==> src/rtl/lwli_pkg.sv <==
package lwli_pkg;

   // Field widths
   localparam int POS_W          = 16;
   localparam int WT_W           = 16;
   localparam int COST_W         = 48;
   localparam int STATUS_W       = 2;
   localparam int CIDX_W         = 7;
   localparam int MAX_POINTS_DEF = 64;

   localparam logic [COST_W-1:0] COST_MAX = {COST_W{1'b1}};

   // Result status codes
   localparam logic [STATUS_W-1:0] STATUS_OK        = 2'd0;
   localparam logic [STATUS_W-1:0] STATUS_BAD_START = 2'd1;
   localparam logic [STATUS_W-1:0] STATUS_ORDER     = 2'd2;

   typedef struct packed {
      logic [POS_W-1:0] position;
      logic [WT_W-1:0]  weight;
      logic             last;
   } req_type;

   typedef struct packed {
      logic [COST_W-1:0]   min_cost;
      logic [STATUS_W-1:0] status;
   } rsp_type;

   // Add, clamping at the cost maximum
   function automatic logic [COST_W-1:0] sat_add(input logic [COST_W-1:0] a,
                                                 input logic [COST_W-1:0] b);
      logic [COST_W:0] s;
      s = {1'b0, a} + {1'b0, b};
      return s[COST_W] ? COST_MAX : s[COST_W-1:0];
   endfunction

   function automatic logic [COST_W-1:0] cost_min(input logic [COST_W-1:0] a,
                                                  input logic [COST_W-1:0] b);
      return (a < b) ? a : b;
   endfunction

endpackage

==> src/rtl/lwli_ram.sv <==
module lwli_ram #(
   parameter int DEPTH = lwli_pkg::MAX_POINTS_DEF,
   parameter int AW    = 6,
   parameter int DW    = 8
) (
   input  logic          clock,
   input  logic          wr_en,
   input  logic [AW-1:0] wr_addr,
   input  logic [DW-1:0] wr_data,
   input  logic [AW-1:0] rd_addr,
   output logic [DW-1:0] rd_data
);

   logic [DW-1:0] mem [DEPTH];
   logic [DW-1:0] rd_data_ff;

   // Write port
   always_ff @(posedge clock) begin
      if (wr_en) begin
         mem[wr_addr] <= wr_data;
      end
   end

   // Registered read port
   always_ff @(posedge clock) begin
      rd_data_ff <= mem[rd_addr];
   end

   assign rd_data = rd_data_ff;

endmodule
==> config.mk <==
export PLATFORM = sky130hd
export DESIGN_NAME = lwli_ram
export DESIGN_NICKNAME = d
export VERILOG_FILES = /design/src/rtl/lwli_pkg.sv /design/src/rtl/lwli_ram.sv
export SDC_FILE = /design/constraint.sdc
export NUM_CORES = 1
export LEC_CHECK = 0
export BUFFER_PORTS_ARGS = -buffer_cell sky130_fd_sc_hd__buf_2
export CAP_MARGIN = 0
export CORE_UTILIZATION = 50
export DETAILED_ROUTE_END_ITERATION = 16
export HOLD_SLACK_MARGIN = 0.03
export PLACE_DENSITY = 0.76
export SYNTH_ARGS = -nofsm -noshare
export SYNTH_HDL_FRONTEND = slang
export SYNTH_SLANG_ARGS = --single-unit
export TNS_END_PERCENT = 1
==> constraint.sdc <==
create_clock -name clock -period 4.7 [get_ports clock]
set_input_delay 1.175 -clock clock [delete_from_list [all_inputs] [get_ports clock]]
set_output_delay 1.175 -clock clock [all_outputs]
set_load 0.01 [all_outputs]
==> impl_metrics.csv, run 1 <==
group,metric,value,unit
outcome,status,"finished clean",
finish,syn_to_final_growth,11.29,%
worst_setup_path,required,5.12,ns
clock_tree,clk_pin_slew,0.06,ns
finish,multi_input_area,0.004315,sq mm
clock_tree,clkSinkCount,520,
die,die-width,202.8,microns
finish,final_cell_area,0.02244,sq mm
routing,drc,0,
worst_setup_path,cp-startpoint,"rd_addr[0]",
timing,skew,0.02119,ns
yosys,netlist_area,0.02017,sq mm
clock_tree,cts_resized,0,
yosys,yosysTopAreaCell,"edfxtp_1",
die,rows,73,
clock_tree,worst_skew_pair.late_latency,0.58,ns
die,initial_utilization,50.76,%
power_and_ir_drop,power.density,421.4,mW/mm^2
global_routing,grtUsageMet3,3.579,%
finish,final_layout_size_suffix_gt1_share,25.27,%
finish,layout.cells.non_filler,1558,
global_routing,antenna_found_initial,1,
min_path,hp-class,"reg2reg",
placement,dpl_cell_area,0.02088,sq mm
yosys,ys_ff_latch,520,
worst_setup_path,path_common_cell,"buf_4",
global_routing,grt_overflow_total,0,
routing,viasPerCell,6.343,
placement,io_buffers,29,
timing,setup_viol_count_final,0,
clock_tree,clockBufferDepth,3,
placement,place_inst,1467,
routing,wl_per_cell,27.97,microns
power_and_ir_drop,leakage,6.954,nW
global_routing,grt_pass1_vias,9883,
timing,hold_violations,0,
finish,register_area,0.01553,sq mm
timing,holdWs,0.8713,ns
yosys,syn-instance-count,940,
finish,final_cell_mix,"edfxtp_1 (512), mux4_2 (126), nor2_1 (83), clkbuf_16 (49), buf_2 (26)",
die,die_h,202.8,microns
worst_setup_path,cp_data_arrival_time,3.45,ns
die,pin_count,30,
min_path,hold_start,"mem[34][1]$_DFFE_PP_",
finish,n_fill_cell,2792,
power_and_ir_drop,vdd_drop_max,297.3,uV
timing,tightest_slew,1.237,ns
yosys,synth_area_per_cell,21.45,sq um
worst_setup_path,path_delay_family,"buffers and inverters",
yosys,netlist_top_cells_area,"edfxtp_1 (76%), mux4_2 (14%), nor2_1 (1.5%), mux2i_1 (1.1%), dfxtp_1 (0.79%)",
placement,gp_congestion,0.8684,
yosys,synth_nets,962,
timing,rsz0062_at_grt,"no",
routing,vias,9883,
global_routing,top_usage_layer,"met2",
finish,final_common_cell,"edfxtp_1",
clock_tree,cts-root-buf,"clkbuf_16",
yosys,synth_cell_types,40,
yosys,async_flop_share,0,%
yosys,synth.top_cell.area_share,76.24,%
timing,finalMaxSlewViolations,0,
finish,n_antenna_cell,0,
die,core,0.03973,sq mm
yosys,synth_compound_area_share,2.072,%
placement,post-dp-hpwl,26.34,mm
job,cap_violations,0,
timing,maxSlewHeadroom,17.50,%
yosys,synthMuxAreaShare,15.94,%
routing,routed_wl,43.57,mm
worst_setup_path,path_cells,"clkbuf_8 > buf_12 > buf_4 > buf_4 > mux4_2 > mux2i_1 > a21oi_1 > o21ai_1 > o41ai_1",
global_routing,grt_util_met1,31.34,%
timing,period_minus_slack,3.035,ns
routing,ant_nets,0,
yosys,yosysWarnings,0,
worst_setup_path,critPathMaxFanout,36,
global_routing,gr-usage-met2,34.41,%
worst_setup_path,crit_slowest_cell,"mux4_2",
clock_tree,cts_tree,"done",
routing,first_pass_iters,5,
worst_setup_path,r2r_start,"mem[3][3]$_DFFE_PP_",
worst_setup_path,max_stage_delay,0.50,ns
timing,timing.final.crit_share,64.57,%
clock_tree,cts_setup_buffers,0,
global_routing,grt_max_degree,65,
yosys,synth-simple-area-share,3.388,%
clock_tree,cts_buffers,49,
global_routing,grt_pass1_wl,64.87,mm
worst_setup_path,cp-start-kind,"input port",
yosys,synth_top_flop_cell,"edfxtp_1",
global_routing,track_usage,21.74,%
timing,fmax,0.3295,GHz
clock_tree,h-tree-depth,2,
yosys,synth_xor_area_share,0,%
worst_setup_path,worstSetupEndpointType,"flop",
finish,nets,1015,
die,die_area,0.04114,sq mm
yosys,synth_top_family_by_area,"multiplexers",
yosys,synthAdderAreaFrac,0,%
worst_setup_path,critPathBufInv,4,
routing,drtIter0Drc,1146,
yosys,synth_edf_count,512,
timing,finalSetupTns,0,ns
clock_tree,holdBufCountCts,0,
worst_setup_path,critPathKind,"in2reg",
yosys,seq_area_frac_synth,77.03,%
==> metrics by stage <==
stage	setup WS [ns]	utilization, %	total power [mW]
finish	1.665	56.49	9.457
global route	1.470	56.49	9.697
CTS	1.650	56.49	9.497
detailed placement	1.071	52.56	5.721
global placement	1.148	52.56	5.708
floorplan	1.857	-	5.516
==> power by group <==
| group | internal, mW | switching (mW) | total (mW) |
|---|---|---|---|
| combinational | 0.178 | 0.292 | 0.470 |
| clock | 2.19 | 1.65 | 3.84 |
| sequential | 5.13 | 0.0162 | 5.15 |
==> tightest hold or removal path, stage by stage (launching register included) <==
cell and delay (ns):
edfxtp_1 0.32, mux2i_1 0.08, a22oi_1 0.18, a221oi_1 0.12, o2bb2ai_1 0.14
==> synth_stat cells, types with 4 or more instances <==
| cell type | n |
|---|---|
| mux2i_1 | 23 |
| buf_6 | 4 |
| mux4_2 | 126 |
| nand3_1 | 13 |
| edfxtp_1 | 512 |
| nand2b_1 | 7 |
| nand2_1 | 19 |
| o221ai_1 | 8 |
| a211oi_1 | 4 |
| buf_4 | 13 |
| nor2_1 | 83 |
| dfxtp_1 | 8 |
| buf_1 | 4 |
| a221oi_1 | 6 |
| nor3_1 | 7 |
| o22ai_1 | 8 |
| mux2_2 | 13 |
| nor2b_1 | 14 |
| clkbuf_1 | 17 |
| buf_2 | 11 |
==> layout make-up <==
cell class / count / share of cell area [%]
Tap cell: 525 / 2.927
Multi-Input combinational cell: 369 / 19.23
Clock buffer: 66 / 5.837
Clock inverter: 25 / 1.109
Sequential cell: 520 / 69.22
Timing Repair Buffer: 53 / 1.678
==> worst paths after layout <==
check / endpoint / slack, ns / cells past startpoint
worst min-delay path: rd_data[1]$_DFF_P_ / 0.87 / 4
worst max register to register: rd_data[3]$_DFF_P_ / 2.51 / 4
worst min register to register: rd_data[1]$_DFF_P_ / 0.87 / 4
worst max-delay path: rd_data[5]$_DFF_P_ / 1.67 / 9
==> routing by layer <==
| layer | share of wire, % | up-vias | wire length, microns |
|---|---|---|---|
| li1 | - | 4045 | - |
| met1 | 40 | 5191 | 17230 |
| met2 | 48 | 564 | 21070 |
| met3 | 9.2 | 81 | 4027 |
| met4 | 2.8 | 2 | 1228 |
| met5 | 0.030 | - | 13 |
==> cells by family (layout without fill, tap and decap cells) <==
| kind of cell | count (synthesis) | after routing |
|---|---|---|
| simple gates | 153 | 153 |
| flops | 520 | 520 |
| buf+inv | 51 | 144 |
| mux | 162 | 162 |
| compound gates | 54 | 54 |
==> flip-flops by register name (all words and copies together), names as in the netlist <==
signal,cells
mem,512
rd_data,8
Power figures use the tool's default switching activity.
==> inputs of run 2 (changes only) <==
- clock period: 4.7 -> 3 ns (I/O delays scaled with it)
==> impl_metrics.csv, run 2 (synthesis results as in run 1) <==
group,metric,value,unit
timing,period_minus_slack,2.421,ns
timing,fmax,0.4130,GHz
finish,largest_reg_flops,512,
clock_tree,cts_setup_buffers,0,
clock_tree,h-tree-depth,2,
timing,setup_viol_count_final,0,
clock_tree,clkSinkCount,520,
timing,setup_slack,0.5790,ns
routing,vias,9988,
timing,maxSlewHeadroom,29.23,%
finish,final_cell_area,0.02311,sq mm
finish,final_common_cell,"edfxtp_1",
clock_tree,cts-root-buf,"clkbuf_16",
clock_tree,cts_buffers,49,
global_routing,track_usage,22.66,%
power_and_ir_drop,vdd_drop_max,442.3,uV
clock_tree,holdBufCountCts,0,
clock_tree,clockBufferDepth,3,
placement,io_buffers,29,
die,initial_utilization,50.76,%
clock_tree,clk_pin_slew,0.06,ns
routing,routed_wl,45.21,mm
power_and_ir_drop,power.density,634.2,mW/mm^2
routing,viasPerCell,6.079,
finish,n_fill_cell,2729,
min_path,hp-class,"in2reg",
power_and_ir_drop,p_total,14.65,mW
clock_tree,worst_skew_pair.late_latency,0.57,ns
global_routing,grt_pass1_vias,10392,
outcome,status,"finished clean",
global_routing,grt_overflow_total,0,
global_routing,grt_max_degree,65,
die,die_h,202.8,microns
timing,skew,0.01916,ns
power_and_ir_drop,p_sw,3.008,mW
placement,gp_congestion,0.8297,
timing,finalSetupTns,0,ns
timing,hold_violations,0,
die,pin_count,30,
placement,post-dp-hpwl,28.74,mm
power_and_ir_drop,p_clk_share,39.6,%
power_and_ir_drop,sw_frac_of_total,20.52,%
power_and_ir_drop,p_comb_share,5.3,%
clock_tree,cts_resized,0,
worst_setup_path,worstSetupEndpointType,"flop",
finish,register_area,0.01553,sq mm
timing,tightest_slew,1.062,ns
routing,wl_per_cell,27.51,microns
finish,syn_to_final_growth,14.59,%
routing,first_pass_iters,5,
routing,ant_nets,0,
global_routing,antenna_found_initial,4,
worst_setup_path,critPathMaxFanout,17,
power_and_ir_drop,seq_power_share,55.1,%
die,die_area,0.04114,sq mm
worst_setup_path,cp-start-kind,"input port",
die,die-width,202.8,microns
finish,multi_input_area,0.004315,sq mm
job,cap_violations,0,
timing,rsz0062_at_grt,"no",
clock_tree,cts_tree,"done",
timing,finalMaxSlewViolations,0,
finish,nets,1104,
placement,dp_slack,0.02409,ns
routing,drtIter0Drc,1159,
routing,drc,0,
worst_setup_path,cp_data_arrival_time,2.85,ns
finish,final_layout_size_suffix_gt1_share,30.71,%
die,core,0.03973,sq mm
timing,timing.final.crit_share,80.70,%
die,rows,73,
finish,final_cell_mix,"edfxtp_1 (512), mux4_2 (126), buf_4 (106), nor2_1 (83), clkbuf_16 (51)",
finish,top_register,"mem",
timing,holdWs,0.3990,ns
worst_setup_path,required,3.43,ns
global_routing,grt_pass1_wl,67.10,mm
worst_setup_path,critPathKind,"in2reg",
power_and_ir_drop,leakage,7.413,nW
power_and_ir_drop,p_int,11.65,mW
placement,dpl_cell_area,0.02163,sq mm
==> run 2: power by group through the flow <==
stage / sequential [mW] / combinational (mW) / clock, mW
5_1_grt: 8.07 / 0.824 / 6.11
6_report: 8.07 / 0.779 / 5.80
3_5_place_dp: 8.22 / 0.776 / 0
4_1_cts: 8.07 / 0.782 / 5.87
3_3_place_gp: 8.22 / 0.756 / 0
2_1_floorplan: 8.21 / 0.429 / 0
==> run 2: layout make-up <==
| cell class | instances | share of cell area (%) |
|---|---|---|
| Clock buffer | 72 | 5.864 |
| Timing Repair Buffer | 142 | 4.846 |
| Sequential cell | 520 | 67.23 |
| Clock inverter | 14 | 0.5360 |
| Multi-Input combinational cell | 369 | 18.67 |
| Tap cell | 525 | 2.843 |
| Antenna cell | 1 | 0.01083 |
==> run 2: per-stage QoR <==
stage | cells | utilization (%)
after floorplan | 940 | -
after global placement | 1556 | 54.43
after detailed placement | 1556 | 54.43
after CTS | 1642 | 58.15
after global routing | 1643 | 58.16
final | 1643 | 58.16
==> run 2: worst max-delay path: stages <==
cell and delay (ns):
clkbuf_8 0.25, buf_12 0.21, mux4_2 0.54, mux4_2 0.50, o21ai_0 0.45, nand2_1 0.12
==> run 2: final timing paths <==
kind                                to  slack (ns)  cells after the start                 start
hold reg to reg     rd_data[1]$_DFF_P_        0.88                      4  mem[18][1]$_DFFE_PP_
setup reg to reg    rd_data[0]$_DFF_P_        0.83                      4  mem[47][0]$_DFFE_PP_
setup / recovery    rd_data[7]$_DFF_P_        0.58                      6            rd_addr[0]
hold / removal    mem[16][1]$_DFFE_PP_        0.40                      1            wr_data[1]
==> run 2: per-layer routing <==
| layer | share of wire, % | track usage, % | vias to the layer above |
|---|---|---|---|
| met5 | 0.095 | 0 | - |
| met4 | 3.3 | 8.996 | 6 |
| met3 | 9.0 | 4.912 | 88 |
| met2 | 49 | 36.34 | 517 |
| met1 | 38 | 30.55 | 5167 |
| li1 | - | - | 4210 |
==> inputs of run 3 (changes only) <==
- ABC_AREA: unset -> 1
- PLACE_DENSITY: 0.76 -> 0.78
- clock period: 3 -> 1.95 ns (I/O delays scaled with it)
==> impl_metrics.csv, run 3 <==
group,metric,value,unit
yosys,synth.top_cell.area_share,72.05,%
clock_tree,worst_skew_pair.late_latency,0.57,ns
yosys,ys_ff_latch,520,
yosys,netlist_area,0.02134,sq mm
outcome,status,"finished clean",
timing,timing.final.crit_share,87.37,%
power_and_ir_drop,leakage,9.000,nW
timing,setup_viol_count_final,0,
routing,first_pass_iters,6,
yosys,syn-instance-count,1805,
clock_tree,cts-root-buf,"clkbuf_16",
routing,drc,0,
clock_tree,cts_tree,"done",
yosys,synth_top_flop_cell,"edfxtp_1",
timing,fmax,0.5870,GHz
worst_setup_path,path_cells,"buf_2",
clock_tree,clockBufferDepth,3,
worst_setup_path,max_stage_delay,0.46,ns
worst_setup_path,cp-start-kind,"flop",
worst_setup_path,path_delay_family,"flip-flops",
yosys,seq_area_frac_synth,72.80,%
routing,vias,14551,
placement,gp_congestion,0.9488,
timing,hold_violations,0,
worst_setup_path,cp_data_arrival_time,1.22,ns
clock_tree,cts_setup_buffers,0,
die,rows,75,
yosys,synth_area_per_cell,11.82,sq um
yosys,synth_common_cells,"nand2_1 (648), edfxtp_1 (512), nand3_1 (439)",
placement,post-dp-hpwl,31.22,mm
die,core,0.04204,sq mm
power_and_ir_drop,vdd_drop_max,720.5,uV
yosys,synth_edf_count,512,
clock_tree,cts_buffers,51,
finish,top_register,"mem",
global_routing,track_usage,24.41,%
routing,routed_wl,52.43,mm
worst_setup_path,worstSetupEndpointType,"primary output",
yosys,yosysWarnings,0,
routing,wl_per_cell,20.99,microns
clock_tree,clkSinkCount,520,
placement,dp_slack,-0.1028,ns
global_routing,grt_max_degree,65,
worst_setup_path,critPathBufInv,1,
die,pin_count,30,
yosys,async_flop_share,0,%
die,initial_utilization,50.76,%
finish,nets,1936,
worst_setup_path,critPathMaxFanout,1,
job,cap_violations,0,
yosys,netlist_top_cells_area,"edfxtp_1 (72%), nand2_1 (11%), nand3_1 (10%), buf_6 (1.8%), nor2_1 (0.99%)",
placement,io_buffers,29,
power_and_ir_drop,power.density,972.0,mW/mm^2
worst_setup_path,critPathKind,"reg2out",
worst_setup_path,crit_slowest_cell,"dfxtp_1",
finish,final_layout_size_suffix_gt1_share,12.68,%
global_routing,grt_overflow_total,0,
timing,setup_slack,0.2463,ns
global_routing,grt_pass1_vias,14300,
finish,syn_to_final_growth,14.25,%
routing,drtIter0Drc,1973,
worst_setup_path,required,1.46,ns
finish,final_cell_mix,"nand2_1 (648), edfxtp_1 (512), nand3_1 (439), buf_4 (118), nor2_1 (56)",
yosys,synth_nets,1827,
clock_tree,cts_resized,0,
routing,ant_nets,0,
timing,period_minus_slack,1.704,ns
global_routing,antenna_found_initial,5,
clock_tree,holdBufCountCts,0,
timing,maxSlewHeadroom,45.09,%
timing,finalMaxSlewViolations,0,
timing,finalSetupTns,0,ns
min_path,hp-class,"in2reg",
finish,largest_reg_flops,512,
die,die_h,208.6,microns
timing,tightest_slew,0.8237,ns
die,die_area,0.04351,sq mm
timing,skew,0.01564,ns
yosys,synth_cell_types,16,
finish,final_common_cell,"nand2_1",
routing,viasPerCell,5.825,
timing,rsz0062_at_grt,"no",
die,die-width,208.6,microns
clock_tree,clk_pin_slew,0.06,ns
yosys,synth_most_common_cell,"nand2_1",
global_routing,grt_pass1_wl,81.42,mm
finish,final_util,57.99,%
yosys,yosysTopAreaCell,"edfxtp_1",
clock_tree,h-tree-depth,2,
[run 3: cell count changes in the layout (fill, tap and decap cells not counted), sizes merged, moves of 11 or more]
cell / previous run / this run
buf: 141 / 169
clkinv: 9 / 23
inv: 2 / 13
mux2: 13 / 0
mux2i: 23 / 0
mux4: 126 / 0
nand2: 19 / 648
nand3: 13 / 439
nor2: 83 / 56
nor2b: 14 / 0
[run 3: routing by layer]
| layer | GRT usage, % | vias to the layer above | wire length (microns) |
|---|---|---|---|
| li1 | - | 6567 | - |
| met1 | 33.44 | 6961 | 20100 |
| met2 | 38.81 | 881 | 24730 |
| met3 | 5.095 | 140 | 5901 |
| met4 | 8.950 | 2 | 1691 |
| met5 | 0 | - | 10 |
[run 3: layout make-up]
cell class / count / area [sq um]
fillers: 3229 / 17660
flip-flops and latches: 520 / 15530
multi-input cells: 1160 / 4946
repair buffers: 169 / 1493
clock buffers: 65 / 1421
well taps: 539 / 674.4
clock inverters: 30 / 251.5
inverters: 12 / 52.55
diodes: 3 / 7.507
[run 3: kinds of logic (layout without fill, tap and decap cells)]
| kind of cell | Yosys count | count (layout) | synth area share, % |
|---|---|---|---|
| DFF | 520 | 520 | 72.80 |
| and+or+nand+nor | 1160 | 1160 | 23.18 |
| buffers and inverters | 125 | 276 | 4.022 |
| other | 0 | 3 | 0 |
[run 3: through the flow]
step	power [mW]	hold slack, ns	std cells	cell area, sq um
3_5_place_dp	14.16	0.8171	2400	22700
5_1_grt	24.34	0.3363	2498	24380
3_3_place_gp	14.12	0.7786	2400	22700
6_report	23.70	0.3136	2498	24380
2_1_floorplan	13.51	0.5864	1805	21340
4_1_cts	23.73	0.2826	2495	24370
[run 3: worst paths after layout]
check / startpoint / depth (start not counted) / to / slack (ns)
hold / removal: rd_addr[5] / 3 / rd_data[3]$_DFF_P_ / 0.31
setup reg to reg: mem[13][6]$_DFFE_PP_ / 8 / rd_data[6]$_DFF_P_ / 0.53
setup / recovery: rd_data[4]$_DFF_P_ / 1 / rd_data[4] / 0.25
hold reg to reg: mem[44][3]$_DFFE_PP_ / 8 / rd_data[3]$_DFF_P_ / 0.83
[run 3: where the power goes]
part	internal, mW	switching [mW]
combinational	0.460	1.10
clock	5.67	4.05
sequential	12.4	0.0434
